`src/hw/rtl/hk_pkg.sv`:
```
// Shared types and constants for the hotkey matcher.
// Binding entry layout, modifier codes and the sequencer state encoding.
// No dependencies.
package hk_pkg;

    localparam int ACTION_LIMIT = 64;

    localparam logic [3:0] MASK_SHIFT = 4'h1;
    localparam logic [3:0] MASK_CTRL  = 4'h2;
    localparam logic [3:0] MASK_ALT   = 4'h4;
    localparam logic [3:0] MASK_SUPER = 4'h8;

    localparam logic [7:0] BREAK_BIT     = 8'h80;
    localparam logic [7:0] CODE_MASK     = 8'h7F;
    localparam logic [7:0] CODE_LSHIFT   = 8'h2A;
    localparam logic [7:0] CODE_RSHIFT   = 8'h36;
    localparam logic [7:0] CODE_CTRL     = 8'h1D;
    localparam logic [7:0] CODE_ALT      = 8'h38;
    localparam logic [7:0] CODE_LSUPER   = 8'h5B;
    localparam logic [7:0] CODE_RSUPER   = 8'h5C;

    localparam int ENTRY_W = 19;

    typedef struct packed {
        logic [5:0] act;
        logic       ext;
        logic [3:0] mods;
        logic [7:0] code;
    } entry_t;

    typedef enum logic [3:0] {
        ST_IDLE  = 4'b0001,
        ST_SCAN  = 4'b0010,
        ST_WRITE = 4'b0100,
        ST_OUT   = 4'b1000
    } state_t;

    // Modifier bit named by a scancode with the break bit stripped, or zero.
    function automatic logic [3:0] modifier_bit(input logic [7:0] code, input logic ext);
        logic [3:0] bit_v;
        bit_v = 4'h0;
        if (code == CODE_CTRL) begin
            bit_v = MASK_CTRL;
        end else if (code == CODE_ALT) begin
            bit_v = MASK_ALT;
        end else if (!ext && (code == CODE_LSHIFT || code == CODE_RSHIFT)) begin
            bit_v = MASK_SHIFT;
        end else if (ext && (code == CODE_LSUPER || code == CODE_RSUPER)) begin
            bit_v = MASK_SUPER;
        end
        return bit_v;
    endfunction

endpackage

```
`src/hw/rtl/hk_ram.sv`:
```
// Generic single-port-write, single-port-read RAM with registered read.
// Holds the binding table; no dependencies.
module hk_ram #(
    parameter int WIDTH = 19,
    parameter int DEPTH = 64
) (
    input  logic                                   aclk,
    input  logic                                   we,
    input  logic [((DEPTH > 1) ? $clog2(DEPTH) : 1)-1:0] waddr,
    input  logic [WIDTH-1:0]                       wdata,
    input  logic                                   re,
    input  logic [((DEPTH > 1) ? $clog2(DEPTH) : 1)-1:0] raddr,
    output logic [WIDTH-1:0]                       rdata
);

    logic [WIDTH-1:0] mem [DEPTH];
    logic [WIDTH-1:0] rdata_reg;

    always_ff @(posedge aclk) begin
        if (we) begin
            mem[waddr] <= wdata;
        end
        if (re) begin
            rdata_reg <= mem[raddr];
        end
    end

    assign rdata = rdata_reg;

endmodule

```
`src/hw/rtl/hotkey_matcher_core.sv`:
```
// Hotkey matcher top level: modifier tracking, table walk and result register.
// Depends on hk_pkg and hk_ram.
//
// Usage:
//   Input beats arrive on s_t*: s_tuser is the command (0 = scancode,
//   1 = set binding), s_tdata carries the scancode and binding fields.
//   Each input beat yields exactly one result beat on m_t*.
//   Modifier and break codes skip the table walk and go straight to the output.
//   Lookups and set commands walk the binding table in one RAM, one entry
//   read per cycle with a registered read; a set command with no match
//   appends only below a full table. The block works on one item at a time;
//   s_tready is high while the sequencer is idle.
//   The result sits in an output register, so the next beat is taken while
//   the previous result still waits. If the receiver stalls, the finished
//   result of the following item holds in the sequencer until the output
//   register frees up.
//   Reset clears the held modifiers and the entry count, so the table is
//   empty; no clearing pass over the RAM is needed.
module hotkey_matcher_core
    import hk_pkg::*;
#(
    parameter int TABLE_DEPTH = 64
) (
    input  logic        aclk,
    input  logic        aresetn,
    input  logic        s_tvalid,
    output logic        s_tready,
    // [7:0] key_code, [8] is_extended, [12:9] binding_modifiers,
    // [18:13] binding_action, [23:19] zero
    input  logic [23:0] s_tdata,
    // [0] command
    input  logic        s_tuser,
    output logic        m_tvalid,
    input  logic        m_tready,
    // [5:0] action_code, [6] table_full, [10:7] modifier_state, [15:11] zero
    output logic [15:0] m_tdata
);

    localparam int AW = (TABLE_DEPTH > 1) ? $clog2(TABLE_DEPTH) : 1;
    localparam int CW = $clog2(TABLE_DEPTH + 1);
    localparam logic [CW-1:0] DEPTH_C = CW'(TABLE_DEPTH);
    localparam logic [8:0] ACT_LIM_C = 9'(ACTION_LIMIT);

    state_t state_reg, state_next;

    logic [3:0]    held_reg, held_next;
    logic [CW-1:0] cnt_reg, cnt_next;
    logic [CW-1:0] idx_reg, idx_next;
    logic          pend_reg, pend_next;
    logic [AW-1:0] chk_reg, chk_next;
    logic [AW-1:0] wa_reg, wa_next;

    logic          cmd_reg, cmd_next;
    entry_t        item_reg, item_next;

    logic [5:0]    res_act_reg, res_act_next;
    logic          res_full_reg, res_full_next;

    logic          m_valid_reg, m_valid_next;
    logic [5:0]    m_act_reg, m_act_next;
    logic          m_full_reg, m_full_next;
    logic [3:0]    m_mods_reg, m_mods_next;

    logic          s_fire;
    logic          rd_en;
    logic [AW-1:0] rd_addr;
    logic          wr_en;
    entry_t        rd_entry;
    logic [ENTRY_W-1:0] rd_data;
    entry_t        in_item;
    logic [3:0]    in_bit;
    logic          in_brk;
    logic          hit;

    hk_ram #(
        .WIDTH(ENTRY_W),
        .DEPTH(TABLE_DEPTH)
    ) u_table (
        .aclk  (aclk),
        .we    (wr_en),
        .waddr (wa_reg),
        .wdata (item_reg),
        .re    (rd_en),
        .raddr (rd_addr),
        .rdata (rd_data)
    );

    assign rd_entry = entry_t'(rd_data);

    assign in_item.code = s_tdata[7:0];
    assign in_item.ext  = s_tdata[8];
    assign in_item.mods = s_tdata[12:9];
    assign in_item.act  = s_tdata[18:13];
    assign in_bit = modifier_bit(in_item.code & CODE_MASK, in_item.ext);
    assign in_brk = |(in_item.code & BREAK_BIT);

    assign s_tready = (state_reg == ST_IDLE);
    assign s_fire   = s_tvalid && s_tready;

    // Lookup compares key, held modifiers and extended flag; set compares action.
    always_comb begin
        if (cmd_reg) begin
            hit = (rd_entry.act == item_reg.act);
        end else begin
            hit = (rd_entry.code == item_reg.code) && (rd_entry.mods == held_reg) &&
                  (rd_entry.ext == item_reg.ext);
        end
    end

    always_comb begin
        state_next    = state_reg;
        held_next     = held_reg;
        cnt_next      = cnt_reg;
        idx_next      = idx_reg;
        pend_next     = pend_reg;
        chk_next      = chk_reg;
        wa_next       = wa_reg;
        cmd_next      = cmd_reg;
        item_next     = item_reg;
        res_act_next  = res_act_reg;
        res_full_next = res_full_reg;
        m_valid_next  = m_valid_reg;
        m_act_next    = m_act_reg;
        m_full_next   = m_full_reg;
        m_mods_next   = m_mods_reg;
        rd_en         = 1'b0;
        rd_addr       = idx_reg[AW-1:0];
        wr_en         = 1'b0;

        if (m_valid_reg && m_tready) begin
            m_valid_next = 1'b0;
        end

        unique case (state_reg)
            ST_IDLE: begin
                if (s_fire) begin
                    cmd_next      = s_tuser;
                    item_next     = in_item;
                    res_act_next  = 6'd0;
                    res_full_next = 1'b0;
                    idx_next      = '0;
                    pend_next     = 1'b0;
                    if (s_tuser) begin
                        // Ignore actions outside the allowed range.
                        if ({3'b000, in_item.act} >= ACT_LIM_C) begin
                            state_next = ST_OUT;
                        end else begin
                            state_next = ST_SCAN;
                        end
                    end else if (in_bit != 4'h0) begin
                        held_next  = in_brk ? (held_reg & ~in_bit) : (held_reg | in_bit);
                        state_next = ST_OUT;
                    end else if (in_brk) begin
                        state_next = ST_OUT;
                    end else begin
                        state_next = ST_SCAN;
                    end
                end
            end
            ST_SCAN: begin
                if (pend_reg && hit) begin
                    pend_next = 1'b0;
                    if (cmd_reg) begin
                        wa_next    = chk_reg;
                        state_next = ST_WRITE;
                    end else begin
                        res_act_next = rd_entry.act;
                        state_next   = ST_OUT;
                    end
                end else if (idx_reg < cnt_reg) begin
                    // Issue the next read while the previous entry is compared.
                    rd_en     = 1'b1;
                    idx_next  = idx_reg + CW'(1);
                    pend_next = 1'b1;
                    chk_next  = idx_reg[AW-1:0];
                end else if (pend_reg) begin
                    pend_next = 1'b0;
                end else if (cmd_reg) begin
                    if (cnt_reg == DEPTH_C) begin
                        res_full_next = 1'b1;
                        state_next    = ST_OUT;
                    end else begin
                        wa_next    = cnt_reg[AW-1:0];
                        cnt_next   = cnt_reg + CW'(1);
                        state_next = ST_WRITE;
                    end
                end else begin
                    state_next = ST_OUT;
                end
            end
            ST_WRITE: begin
                wr_en      = 1'b1;
                state_next = ST_OUT;
            end
            ST_OUT: begin
                if (!m_valid_reg || m_tready) begin
                    m_valid_next = 1'b1;
                    m_act_next   = res_act_reg;
                    m_full_next  = res_full_reg;
                    m_mods_next  = held_reg;
                    state_next   = ST_IDLE;
                end
            end
            default: begin
                state_next = ST_IDLE;
            end
        endcase
    end

    always_ff @(posedge aclk) begin
        if (!aresetn) begin
            state_reg   <= ST_IDLE;
            held_reg    <= 4'h0;
            cnt_reg     <= '0;
            idx_reg     <= '0;
            pend_reg    <= 1'b0;
            m_valid_reg <= 1'b0;
        end else begin
            state_reg   <= state_next;
            held_reg    <= held_next;
            cnt_reg     <= cnt_next;
            idx_reg     <= idx_next;
            pend_reg    <= pend_next;
            m_valid_reg <= m_valid_next;
        end
    end

    always_ff @(posedge aclk) begin
        chk_reg      <= chk_next;
        wa_reg       <= wa_next;
        cmd_reg      <= cmd_next;
        item_reg     <= item_next;
        res_act_reg  <= res_act_next;
        res_full_reg <= res_full_next;
        m_act_reg    <= m_act_next;
        m_full_reg   <= m_full_next;
        m_mods_reg   <= m_mods_next;
    end

    assign m_tvalid = m_valid_reg;
    assign m_tdata  = {5'b00000, m_mods_reg, m_full_reg, m_act_reg};

endmodule
```
`config.mk`:
```
export PLATFORM = sky130hd
export DESIGN_NAME = hotkey_matcher_core
export DESIGN_NICKNAME = d
export VERILOG_FILES = /design/src/hw/rtl/hk_pkg.sv /design/src/hw/rtl/hk_ram.sv /design/src/hw/rtl/hotkey_matcher_core.sv
export SDC_FILE = /design/constraint.sdc
export NUM_CORES = 1
export LEC_CHECK = 0
export ABC_CLOCK_PERIOD_IN_PS = 4780
export BUFFER_PORTS_ARGS = -buffer_cell sky130_fd_sc_hd__clkbuf_2
export CAP_MARGIN = 10
export CORE_ASPECT_RATIO = 0.9
export CORE_MARGIN = 2
export CORE_UTILIZATION = 30
export DETAILED_ROUTE_END_ITERATION = 12
export PLACE_DENSITY = 0.55
export RECOVER_POWER = 50
export SETUP_SLACK_MARGIN = 0.4
export SYNTH_ARGS = -nofsm -noshare
export SYNTH_HDL_FRONTEND = slang
export SYNTH_SLANG_ARGS = --single-unit
```
`constraint.sdc`:
```
create_clock -name aclk -period 4.78 [get_ports aclk]
set_input_delay 0.717 -clock aclk [delete_from_list [all_inputs] [get_ports aclk]]
set_output_delay 0.717 -clock aclk [all_outputs]
set_load 0.02 [all_outputs]
```
=== After elaboration in Yosys (flattened, before gate mapping) ===
Memories as Yosys holds them, arrays and structs flattened. A register that Yosys moved wholly into a read port is not among the register bits.
Cells that the tools add are included.

* Flip-flop bits (word level): 74
* Memory bits (writable): 1216
* Bits of input ports: 29
* Output and inout port bits: 18
* Logic and storage cells: 136
* Memories kept: 1

{| class="wikitable"
|+ Memory list
! name !! words !! width !! read ports !! clocked after memory_dff !! wr ports !! RTL line !! text
|-
| u_table.mem || 64 || 19 || 1 || 1 || 1 || hk_ram.sv:16 || <nowiki>logic [WIDTH-1:0] mem [DEPTH];</nowiki>
|}

* $add $sub $neg: 2
* Magnitude comparators: 1
* Equal/unequal tests: 31
* Mux-type cells: 49
* Bitwise gates (word level): 8
* Reductions and logical operators: 26

{| class="wikitable"
|+ Operators with widths
! operator !! count
|-
| two-way mux 4 bit || 16
|-
| two-way mux 6 bit || 9
|-
| != test 2 bit (second input constant) || 12
|-
| equality test 7 x 6 -> 1 bit (second input constant) || 3
|-
| equality test 7 bit (second input constant) || 3
|-
| two-way mux 7 bit || 3
|-
| two-way mux 1 bit || 16
|-
| one-hot mux 4 bit (4 select lines) || 1
|-
| AND reduction 4 bit || 4
|-
| adder 7 x 1 -> 7 bit (second input constant) || 2
|-
| one-hot mux 7 bit (2 select lines) || 1
|-
| one-hot mux 6 bit (2 select lines) || 1
|-
| AND reduction 6 bit || 2
|-
| equality test 8 bit || 1
|-
| equality test 7 x 5 -> 1 bit (second input constant) || 1
|-
| logical AND 1 bit || 7
|-
| less-than comparator 7 bit || 1
|-
| AND reduction 7 bit || 1
|-
| equality test 6 bit || 1
|-
| != test 3 bit (second input constant) || 2
|-
| AND reduction 2 bit || 3
|-
| NOT 1 bit || 5
|-
| bitwise AND 4 bit || 1
|-
| equality test 4 x 1 -> 1 bit (second input constant) || 1
|-
| 14 further kinds || 20
|}

=== Longest topological paths before layout ===
Gate-level depths: netlist (run 1).

* Depth in word-level cells: 12
* Depth in mapped cells: 9
* Gate-level depth less buffers: 8

=== Hierarchy ===
A second synthesis (run 1) with hierarchy kept.

* Cells, all modules: 2452
* Area, all modules: 50852.5 µm²

{| class="wikitable"
|+ Modules (own cells, without submodules)
! module !! instances !! cells each !! area an instance (µm²) !! seq. area each (µm²)
|-
| hk_ram || 1 || 2161 || 47400.5 || 37085.6
|-
| hotkey_matcher_core || 1 || 291 || 3452.1 || 1981.9
|}

=== Worst setup path after synthesis (run 1) ===
Ideal clock, no wire load.

* Path kind: register to register
* Start: register item_reg[15] (netlist name)
* End: register res_act_reg[0] (enable)
* Setup time: 0.380 ns
* Data arrival time: 2.951 ns
* Required time: 4.400 ns
* Path slack: 1.450 ns
* Cell stages (with the launch flop): 6
* Path buffers: 0
* Clock period less this slack: 3.330 ns
* Path through: edfxtp_1 -> xor2_1 -> or4_1 -> nor4_4 -> nor2_1 -> o31ai_1

* Longest elaborated chain between the ends: 5

{| class="wikitable"
|+ RTL lines
! item !! RTL line !! text
|-
| start: declaration || hotkey_matcher_core.sv:54 || <nowiki>entry_t item_reg, item_next;</nowiki>
|-
| start signal: assignment || hotkey_matcher_core.sv:232 || <nowiki>item_reg <= item_next;</nowiki>
|-
| equality test 6 bit || hotkey_matcher_core.sv:103 || <nowiki>hit = (rd_entry.act == item_reg.act);</nowiki>
|-
| two-way mux 1 bit || hotkey_matcher_core.sv:102 || <nowiki>if (cmd_reg) begin</nowiki>
|-
| logical AND 1 bit || hotkey_matcher_core.sv:161 || <nowiki>if (pend_reg && hit) begin</nowiki>
|-
| != test 2 bit (no source line) || - ||
|-
| AND reduction 4 bit (no source line) || - ||
|-
| end signal: assignment || hotkey_matcher_core.sv:233 || <nowiki>res_act_reg <= res_act_next;</nowiki>
|-
| end: declaration || hotkey_matcher_core.sv:56 || <nowiki>logic [5:0] res_act_reg, res_act_next;</nowiki>
|}

No other way between the ends.
A chain may end at the register's enable or synchronous reset.

=== Worst setup path in the final report (run 1) ===
* Start: register item_reg[2] (netlist name)
* End: memory u_table.mem[61][2], data pin

{| class="wikitable"
|+ RTL lines
! item !! RTL line
|-
| end: declaration || hk_ram.sv:16
|}

No word-level cell before the write port.

==> metrics.txt, run 1 <==
# TYPE chip_impl_metric gauge
chip_impl_info{name="worst_r2r_endpoint",value="u_table.mem[61][2]"} 1
chip_impl_metric{name="globalRouteMet3Util",unit=""} 0.0409
chip_impl_info{name="timing.critical_path.from_type",value="flip-flop"} 1
chip_impl_metric{name="track_usage",unit=""} 0.148
chip_impl_metric{name="pwr_density_cell",unit="nW/um^2"} 415
chip_impl_metric{name="grt_max_degree",unit=""} 77
chip_impl_info{name="synth.top_cells.by_area",value="sky130_fd_sc_hd__edfxtp_1, sky130_fd_sc_hd__mux4_2, sky130_fd_sc_hd__a22oi_1"} 1
chip_impl_metric{name="synth_top_cell_area_share",unit=""} 0.771
chip_impl_metric{name="ir_drop",unit="uV"} 374
chip_impl_metric{name="post_drt_via_cell_ratio",unit=""} 5.05
chip_impl_info{name="worstHoldPathType",value="in2reg"} 1
chip_impl_metric{name="core_area",unit="um^2"} 166000
chip_impl_metric{name="placed_cell_area",unit="um^2"} 53700
chip_impl_metric{name="cts-htree-levels",unit=""} 4
chip_impl_metric{name="synthesis.yosys.warnings",unit=""} 0
chip_impl_metric{name="finish.instance_area",unit="um^2"} 57900
chip_impl_metric{name="cts_buffers",unit=""} 136
chip_impl_metric{name="wl",unit="um"} 126000
chip_impl_metric{name="async_flop_share",unit=""} 0
chip_impl_metric{name="globalRouteMet2Util",unit=""} 0.230
chip_impl_metric{name="floorplan.die.height",unit="um"} 392
chip_impl_metric{name="signed_area_change_from_the_synthesized_netlist_to_the_final_layout",unit="%"} 15.7
chip_impl_metric{name="final_min_period_over_clock_period",unit=""} 0.767
chip_impl_metric{name="numPortBuffers",unit=""} 36
chip_impl_metric{name="vias",unit=""} 24100
chip_impl_metric{name="cp_data_arrival_time",unit="ns"} 3.72
chip_impl_metric{name="final_core_util",unit=""} 0.349
chip_impl_metric{name="hpwl",unit="um"} 69600
chip_impl_metric{name="ctsHoldBuffers",unit=""} 0
chip_impl_metric{name="drt-pass1-iter-count",unit=""} 5
chip_impl_info{name="cell_chosen_for_the_clock_root",value="sky130_fd_sc_hd__clkbuf_16"} 1
chip_impl_metric{name="route.detailed.drc",unit=""} 0
chip_impl_metric{name="first_global_vias",unit=""} 24700
chip_impl_info{name="yosys.area.top_type",value="sky130_fd_sc_hd__edfxtp_1"} 1
chip_impl_info{name="crit_type",value="reg2reg"} 1
chip_impl_metric{name="critical_path.max_stage_delay",unit="ns"} 2.41
chip_impl_metric{name="synthesis.area_per_instance",unit="um^2"} 21.9
chip_impl_info{name="cp-end-kind",value="flip-flop"} 1
chip_impl_metric{name="chip_width",unit="um"} 435
chip_impl_metric{name="cts.clk_slew.worst_paths",unit="ns"} 0.06
chip_impl_metric{name="final_period_minus_worst_setup_slack",unit="ns"} 3.66
chip_impl_metric{name="post-layout-total-power",unit="mW"} 24.0
chip_impl_metric{name="final-hold-violation-count",unit=""} 0
chip_impl_info{name="min-delay-start",value="s_tdata[12]"} 1
chip_impl_metric{name="regToRegSetupSlack",unit="ns"} 1.12
chip_impl_metric{name="postCtsSetupBuffers",unit=""} 0
chip_impl_metric{name="detail_route.wl_per_cell",unit="um"} 26.4
chip_impl_metric{name="largest_reg_flops",unit=""} 1216
chip_impl_metric{name="final.fill_count",unit=""} 15200
chip_impl_info{name="delay_heaviest_family_cp",value="buffers and inverters"} 1
chip_impl_info{name="crit_slowest_cell",value="sky130_fd_sc_hd__clkbuf_1"} 1
chip_impl_info{name="status",value="finished, violations left"} 1
chip_impl_metric{name="power_leakage",unit="nW"} 17.1
chip_impl_metric{name="nNetsFinal",unit=""} 2468
chip_impl_metric{name="die_area",unit="um^2"} 170000
chip_impl_info{name="hold_end",value="item_reg[11]"} 1
chip_impl_metric{name="reg2reg_depth",unit=""} 1
chip_impl_metric{name="critPathBufInv",unit=""} 1
chip_impl_metric{name="required",unit="ns"} 4.83
chip_impl_metric{name="maxCapViolCount",unit=""} 20
chip_impl_metric{name="cts_num_sinks",unit=""} 1309
chip_impl_info{name="rr_startpoint",value="item_reg[2]"} 1
chip_impl_metric{name="globalRoute.totalOverflow",unit=""} 0
chip_impl_metric{name="clkLatencyLatePin",unit="ns"} 0.76
chip_impl_info{name="grt_busiest_layer",value="met2"} 1
chip_impl_metric{name="dr.first_iter.drc_count",unit=""} 2875
chip_impl_metric{name="cts_buffer_depth",unit=""} 3
chip_impl_info{name="synth-main-ff-cell",value="sky130_fd_sc_hd__edfxtp_1"} 1
chip_impl_metric{name="gp_congestion",unit=""} 0.822
chip_impl_metric{name="timing.final.setup_violations",unit=""} 0
chip_impl_metric{name="mappedNetlistArea",unit="um^2"} 50100
chip_impl_metric{name="synth-edff-count",unit=""} 1285
chip_impl_metric{name="hold_depth",unit=""} 1
chip_impl_info{name="tritoncts",value="yes"} 1
chip_impl_metric{name="row_count",unit=""} 142
chip_impl_metric{name="finalMaxSlewViolations",unit=""} 1255
chip_impl_metric{name="ctsResizeCount",unit=""} 0
chip_impl_metric{name="timing.clock.skew",unit="ns"} 0.0297
chip_impl_metric{name="placed_cells",unit=""} 4524
chip_impl_metric{name="pin_count",unit=""} 47
chip_impl_metric{name="fraction_of_the_yosys_area_taken_by_sequential_cells",unit=""} 0.780
chip_impl_metric{name="initial_antenna_violation_count",unit=""} 14
chip_impl_info{name="unrepaired_setup_endpoints_after_global_routing",value="false"} 1
chip_impl_metric{name="floorplan.initialDensity",unit=""} 0.301
chip_impl_metric{name="tightestPinTransition",unit="ns"} 3.44
chip_impl_metric{name="synthesized_instance_count",unit=""} 2281
chip_impl_info{name="layout_commonest_cell",value="sky130_fd_sc_hd__edfxtp_1"} 1
chip_impl_metric{name="ys_ff_latch",unit=""} 1309
chip_impl_info{name="final_cell_mix",value="sky130_fd_sc_hd__edfxtp_1, sky130_fd_sc_hd__mux4_2, sky130_fd_sc_hd__a22oi_1"} 1
chip_impl_metric{name="achievable_freq",unit="GHz"} 0.273
chip_impl_metric{name="drtAntennaViolNets",unit=""} 0
chip_impl_metric{name="synth_cell_types",unit=""} 61
chip_impl_metric{name="finalSetupTns",unit="ns"} 0
chip_impl_info{name="violations",value="capacitance limit, slew limit"} 1
chip_impl_metric{name="grtUsageMet1",unit=""} 0.201
chip_impl_metric{name="post_route_cells_drive_above_1_share",unit=""} 0.270
chip_impl_metric{name="timing.critical_path.fanout_max",unit=""} 64
chip_impl_metric{name="tightest_slew_margin_relative_to_the_limit",unit=""} -1.29
chip_impl_metric{name="stdcell_count",unit=""} 4771
chip_impl_info{name="crit_chain",value="clkbuf_1"} 1
chip_impl_metric{name="grt_first_pass_wirelength",unit="um"} 179000
## cell usage after synthesis (5+ instances only)
cell	n
sky130_fd_sc_hd__buf_1	21
sky130_fd_sc_hd__a22oi_1	144
sky130_fd_sc_hd__buf_4	7
sky130_fd_sc_hd__nand4_1	10
sky130_fd_sc_hd__nor2_1	87
sky130_fd_sc_hd__nand2b_1	6
sky130_fd_sc_hd__a21oi_1	83
sky130_fd_sc_hd__nand2_1	32
sky130_fd_sc_hd__xor2_1	6
sky130_fd_sc_hd__xnor2_1	18
sky130_fd_sc_hd__edfxtp_1	1285
sky130_fd_sc_hd__dfxtp_1	24
sky130_fd_sc_hd__nand3b_1	9
sky130_fd_sc_hd__or4_1	19
sky130_fd_sc_hd__mux2_2	8
sky130_fd_sc_hd__or3b_2	5
sky130_fd_sc_hd__a211oi_1	5
sky130_fd_sc_hd__and2_2	7
sky130_fd_sc_hd__nor2b_1	8
sky130_fd_sc_hd__mux2i_1	7
sky130_fd_sc_hd__mux4_2	306
sky130_fd_sc_hd__clkbuf_1	59
sky130_fd_sc_hd__buf_2	38
sky130_fd_sc_hd__o21ai_0	5
sky130_fd_sc_hd__ha_1	9
sky130_fd_sc_hd__inv_1	8
## layer usage
layer,vias to the layer above,part of all wire
met1,12900,0.41
met3,187,0.090
met5,-,0.00010
met2,1001,0.47
li1,9975,-
met4,2,0.026
## through the flow
stage	setup WS, ns	hold WS, ns
after floorplan	1.45	0.400
after CTS	1.26	0.0981
final	1.12	0.142
after global routing	0.848	0.115
after detailed placement	1.27	0.411
after global placement	1.33	0.414
## layout make-up
type	count	area (um^2)	area share
sequential	1309	39100	0.674
multi-input combinational	837	10600	0.184
clock buffer	185	3760	0.0648
tap	2232	2790	0.0482
timing repair buffer	136	965	0.0167
clock inverter	59	667	0.0115
inverter	10	38.8	0.000669
antenna	3	7.51	0.000130
## logic make-up (layout without fill, tap and decap cells)
family,after synthesis,count (layout),synth area share
simple gates,224,224,0.0253
mux,321,321,0.141
xor+xnor,24,24,0.00420
fa+ha+maj,9,9,0.00225
other cells,1,8,0.0000749
compound gates,254,254,0.0343
flops,1309,1309,0.780
buf+inv,139,390,0.0126
## how the worst max path moves through the flow
| stage | cells past startpoint | start | endpoint |
|---|---|---|---|
| global route | 1 | item_reg[2] | u_table.mem[20][2] |
| global placement | 5 | idx_reg[0] | u_table.rdata[17] |
| detailed placement | 6 | idx_reg[0] | u_table.rdata[3] |
| CTS | 6 | idx_reg[0] | u_table.rdata[3] |
| finish | 1 | item_reg[2] | u_table.mem[61][2] |
| floorplan | 5 | item_reg[15] | res_act_reg[0] |
## where the power goes
part	internal [mW]	total [mW]	leakage, nW	switching [mW]
combinational	0.0443	0.549	3.16	0.505
sequential	12.9	13.0	11.8	0.0407
clock	6.22	10.5	2.15	4.28
Power figures use the tool's default switching activity.
==> run 2, diff against run 1 <==
--- a/config.mk
+++ b/config.mk
@@ -5,7 +5,8 @@
 export SDC_FILE = /design/constraint.sdc
 export NUM_CORES = 1
 export LEC_CHECK = 0
-export ABC_CLOCK_PERIOD_IN_PS = 4780
+export ABC_AREA = 1
+export ABC_CLOCK_PERIOD_IN_PS = 3700
 export BUFFER_PORTS_ARGS = -buffer_cell sky130_fd_sc_hd__clkbuf_2
 export CAP_MARGIN = 10
 export CORE_ASPECT_RATIO = 0.9
==> constraint.sdc (replaced) <==
create_clock -name aclk -period 3.7 [get_ports aclk]
set_input_delay 0.555 -clock aclk [delete_from_list [all_inputs] [get_ports aclk]]
set_output_delay 0.555 -clock aclk [all_outputs]
set_load 0.02 [all_outputs]
==> run 2 against run 1 <==
  * The run still ends with capacitance limit, slew limit left
  * Combinational power grew to 9.0 times the previous value
  * Cell count grew 33%
  * First-iteration DRC count grew 18%
  * Clock power grew 26%
  * Global-route usage grew 1.1 points
  * Critical path depth grew 13
  * Area after synthesis grew 3.0%
  * Clock-buffer cell count shrank 17
  * Total power grew 46%
  * Non-clock buffer count grew 74
  * Routed wire length grew 13%
  * Largest cell class unchanged
  * Largest power group unchanged
  * Highest routed layer is now met4
==> metrics.txt, run 2 <==
# TYPE chip_impl_metric gauge
chip_impl_info{name="status",value="finished, violations left"} 1
chip_impl_info{name="violations",value="capacitance limit, slew limit"} 1
chip_impl_metric{name="die_area",unit="um^2"} 175000
chip_impl_metric{name="cts.clk_slew.worst_paths",unit="ns"} 0.06
chip_impl_metric{name="dr.first_iter.drc_count",unit=""} 3386
chip_impl_metric{name="synthesis.area_per_instance",unit="um^2"} 13.2
chip_impl_metric{name="synthXorXnorAreaFrac",unit=""} 0.00119
chip_impl_metric{name="synth-edff-count",unit=""} 1285
chip_impl_metric{name="synth_top_cell_area_share",unit=""} 0.748
chip_impl_metric{name="final.fill_count",unit=""} 16500
chip_impl_metric{name="floorplan.die.height",unit="um"} 397
chip_impl_metric{name="finalMaxSlewViolations",unit=""} 875
chip_impl_metric{name="signed_area_change_from_the_synthesized_netlist_to_the_final_layout",unit="%"} 15.1
chip_impl_metric{name="initial_antenna_violation_count",unit=""} 2
chip_impl_metric{name="mappedNetlistArea",unit="um^2"} 51600
chip_impl_metric{name="synth_simple_gate_area_frac",unit=""} 0.0950
chip_impl_info{name="crit_type",value="reg2reg"} 1
chip_impl_info{name="synth-main-ff-cell",value="sky130_fd_sc_hd__edfxtp_1"} 1
chip_impl_metric{name="cts_buffers",unit=""} 138
chip_impl_info{name="worst_r2r_endpoint",value="wa_reg[0]"} 1
chip_impl_metric{name="synth_compound_gate_area_share",unit=""} 0.114
chip_impl_metric{name="async_flop_share",unit=""} 0
chip_impl_info{name="cell_chosen_for_the_clock_root",value="sky130_fd_sc_hd__clkbuf_16"} 1
chip_impl_metric{name="wl",unit="um"} 142000
chip_impl_metric{name="reg2reg_depth",unit=""} 14
chip_impl_info{name="tritoncts",value="yes"} 1
chip_impl_metric{name="synth_adder_area_share",unit=""} 0.00218
chip_impl_info{name="synthTopCellsByCount",value="sky130_fd_sc_hd__edfxtp_1, sky130_fd_sc_hd__nor2_1, sky130_fd_sc_hd__o21ai_0, sky130_fd_sc_hd__nand2_1, sky130_fd_sc_hd__o22ai_1"} 1
chip_impl_metric{name="route.detailed.drc",unit=""} 0
chip_impl_info{name="min-delay-start",value="m_tready"} 1
chip_impl_info{name="final_cell_mix",value="sky130_fd_sc_hd__edfxtp_1, sky130_fd_sc_hd__nor2_1, sky130_fd_sc_hd__o21ai_0"} 1
chip_impl_metric{name="ir_drop",unit="uV"} 443
chip_impl_metric{name="core_area",unit="um^2"} 171000
chip_impl_metric{name="cts_num_sinks",unit=""} 1309
chip_impl_metric{name="achievable_freq",unit="GHz"} 0.320
chip_impl_metric{name="final-hold-violation-count",unit=""} 0
chip_impl_metric{name="final_period_minus_worst_setup_slack",unit="ns"} 3.12
chip_impl_metric{name="gp_congestion",unit=""} 0.858
chip_impl_metric{name="finalSetupTns",unit="ns"} 0
chip_impl_metric{name="synth_cell_types",unit=""} 40
chip_impl_metric{name="drtAntennaViolNets",unit=""} 0
chip_impl_metric{name="postCtsSetupBuffers",unit=""} 0
chip_impl_metric{name="track_usage",unit=""} 0.159
chip_impl_metric{name="first_global_vias",unit=""} 30600
chip_impl_metric{name="chip_width",unit="um"} 441
chip_impl_metric{name="fraction_of_the_yosys_area_taken_by_sequential_cells",unit=""} 0.758
chip_impl_metric{name="drt-pass1-iter-count",unit=""} 6
chip_impl_metric{name="synthesized_instance_count",unit=""} 3906
chip_impl_info{name="grt_busiest_layer",value="met2"} 1
chip_impl_info{name="unrepaired_setup_endpoints_after_global_routing",value="false"} 1
chip_impl_metric{name="globalRouteMet3Util",unit=""} 0.0262
chip_impl_info{name="worstHoldPathType",value="in2reg"} 1
chip_impl_info{name="rr_startpoint",value="item_reg[12]"} 1
chip_impl_metric{name="numPortBuffers",unit=""} 36
chip_impl_metric{name="detail_route.wl_per_cell",unit="um"} 22.4
chip_impl_metric{name="timing.clock.skew",unit="ns"} 0.0274
chip_impl_metric{name="floorplan.initialDensity",unit=""} 0.302
chip_impl_info{name="hold_end",value="m_tvalid"} 1
chip_impl_metric{name="ys_ff_latch",unit=""} 1309
chip_impl_metric{name="synthesis.yosys.warnings",unit=""} 0
chip_impl_metric{name="regToRegSetupSlack",unit="ns"} 0.58
chip_impl_info{name="timing.critical_path.from_type",value="flip-flop"} 1
chip_impl_info{name="cp-end-kind",value="flip-flop"} 1
chip_impl_metric{name="required",unit="ns"} 4.08
chip_impl_metric{name="globalRouteMet2Util",unit=""} 0.238
chip_impl_metric{name="post_synth_mux_area_share",unit=""} 0
chip_impl_metric{name="stdcell_count",unit=""} 6364
chip_impl_metric{name="cp_data_arrival_time",unit="ns"} 3.50
chip_impl_metric{name="largest_reg_flops",unit=""} 1216
chip_impl_metric{name="post_drt_via_cell_ratio",unit=""} 5.11
chip_impl_metric{name="hpwl",unit="um"} 78300
chip_impl_metric{name="tightestPinTransition",unit="ns"} 2.49
chip_impl_metric{name="vias",unit=""} 32500
chip_impl_metric{name="tightest_slew_margin_relative_to_the_limit",unit=""} -0.657
chip_impl_metric{name="timing.final.setup_violations",unit=""} 0
chip_impl_metric{name="power_leakage",unit="nW"} 18.8
chip_impl_metric{name="globalRoute.totalOverflow",unit=""} 0
chip_impl_metric{name="fin_hold_ws",unit="ns"} 0.128
chip_impl_info{name="synth.top_cells.by_area",value="sky130_fd_sc_hd__edfxtp_1, sky130_fd_sc_hd__o21ai_0, sky130_fd_sc_hd__nor2_1"} 1
chip_impl_metric{name="timing.critical_path.fanout_max",unit=""} 17
chip_impl_info{name="synth.most_common_cell",value="sky130_fd_sc_hd__edfxtp_1"} 1
chip_impl_info{name="dominant_combinational_cell_family_by_area_after_synthesis",value="compound AO/OA/AOI/OAI gates"} 1
chip_impl_metric{name="placed_cells",unit=""} 6110
chip_impl_metric{name="maxCapViolCount",unit=""} 19
chip_impl_metric{name="post_route_cells_drive_above_1_share",unit=""} 0.104
chip_impl_metric{name="grt_max_degree",unit=""} 193
chip_impl_info{name="layout_commonest_cell",value="sky130_fd_sc_hd__edfxtp_1"} 1
chip_impl_metric{name="row_count",unit=""} 144
chip_impl_metric{name="cts_buffer_depth",unit=""} 3
chip_impl_metric{name="grt_first_pass_wirelength",unit="um"} 207000
chip_impl_metric{name="pwr_density_cell",unit="nW/um^2"} 593
chip_impl_metric{name="final_min_period_over_clock_period",unit=""} 0.844
chip_impl_metric{name="pin_count",unit=""} 47
chip_impl_metric{name="nNetsFinal",unit=""} 4035
chip_impl_info{name="yosys.area.top_type",value="sky130_fd_sc_hd__edfxtp_1"} 1
chip_impl_metric{name="hold_depth",unit=""} 4
chip_impl_metric{name="grtUsageMet1",unit=""} 0.237
chip_impl_metric{name="cts-htree-levels",unit=""} 4
chip_impl_metric{name="clkLatencyLatePin",unit="ns"} 0.74
[run 2: how the worst max path moves through the flow]
stage                 start         end  slack, ns  cells after the start
2_1_floorplan   item_reg[4]   wa_reg[0]       0.89                     14
5_1_grt        item_reg[12]  idx_reg[1]       0.31                     15
3_5_place_dp   item_reg[16]   wa_reg[3]       0.65                     13
4_1_cts        item_reg[16]   wa_reg[3]       0.62                     13
6_report       item_reg[12]   wa_reg[0]       0.58                     14
3_3_place_gp   item_reg[16]   wa_reg[5]       0.60                     13
[run 2: critical path, cell delays in order (launching register included)]
cell	delay, ns
sky130_fd_sc_hd__edfxtp_1	0.45
sky130_fd_sc_hd__clkbuf_1	0.41
sky130_fd_sc_hd__nand2_1	0.18
sky130_fd_sc_hd__nand2_1	0.07
sky130_fd_sc_hd__nor2_1	0.14
sky130_fd_sc_hd__nand2_1	0.06
sky130_fd_sc_hd__nor2_1	0.08
sky130_fd_sc_hd__nand2_1	0.07
sky130_fd_sc_hd__nand2_1	0.06
sky130_fd_sc_hd__nand2_1	0.29
sky130_fd_sc_hd__nand2_2	0.26
sky130_fd_sc_hd__nor2_8	0.04
sky130_fd_sc_hd__nor2_2	0.15
sky130_fd_sc_hd__inv_1	0.09
sky130_fd_sc_hd__nor2_2	0.36
[run 2: kinds of logic (layout without fill, tap and decap cells)]
group,after synthesis,after routing
other,1,8
buffers and inverters,349,537
DFF,1309,1309
adders and majority gates,9,9
xor gates and xnor gates,7,7
AOI/OAI and AO/OA,1018,1018
and+or+nand+nor,1213,1213
[run 2: what timing repair did]
action	4_1_cts	5_1_grt
gates resized for setup	0	1
setup endpoints to repair	0	6
hold buffers	10	0
endpoints found under the hold margin	10	0
[run 2: cell type report]
cell class	instances	area, um^2	share of cell area
inverters	86	340	0.00574
well taps	2263	2830	0.0477
clock inverters	73	603	0.0102
clock buffers	168	3670	0.0619
diodes	3	7.51	0.000127
multi-input cells	2252	11100	0.188
flip-flops and latches	1309	39100	0.659
repair buffers	210	1650	0.0278
[run 2: metrics by stage]
stage                     setup WS, ns  instance area (um^2)  utilization  power [mW]
after global placement           0.596                 55100        0.322        22.2
after detailed placement         0.653                 55100        0.322        22.2
after CTS                        0.620                 59500        0.348        35.4
final                            0.576                 59300        0.347        35.2
after floorplan                  0.889                 51600            -        20.3
after global routing             0.309                 59300        0.347        36.5
[run 2: power by group]
group,switching [mW],internal [mW],leakage (nW)
Sequential,0.123,16.9,11.8
Clock,5.56,7.66,2.10
Combinational,3.70,1.23,4.95
Total,9.39,25.8,18.8
[run 2: layer usage]
| layer | wire [um] | vias up |
|---|---|---|
| li1 | - | 14800 |
| met1 | 66100 | 16400 |
| met2 | 62800 | 1149 |
| met3 | 9790 | 200 |
| met4 | 3640 | 0 |
| met5 | 0 | - |
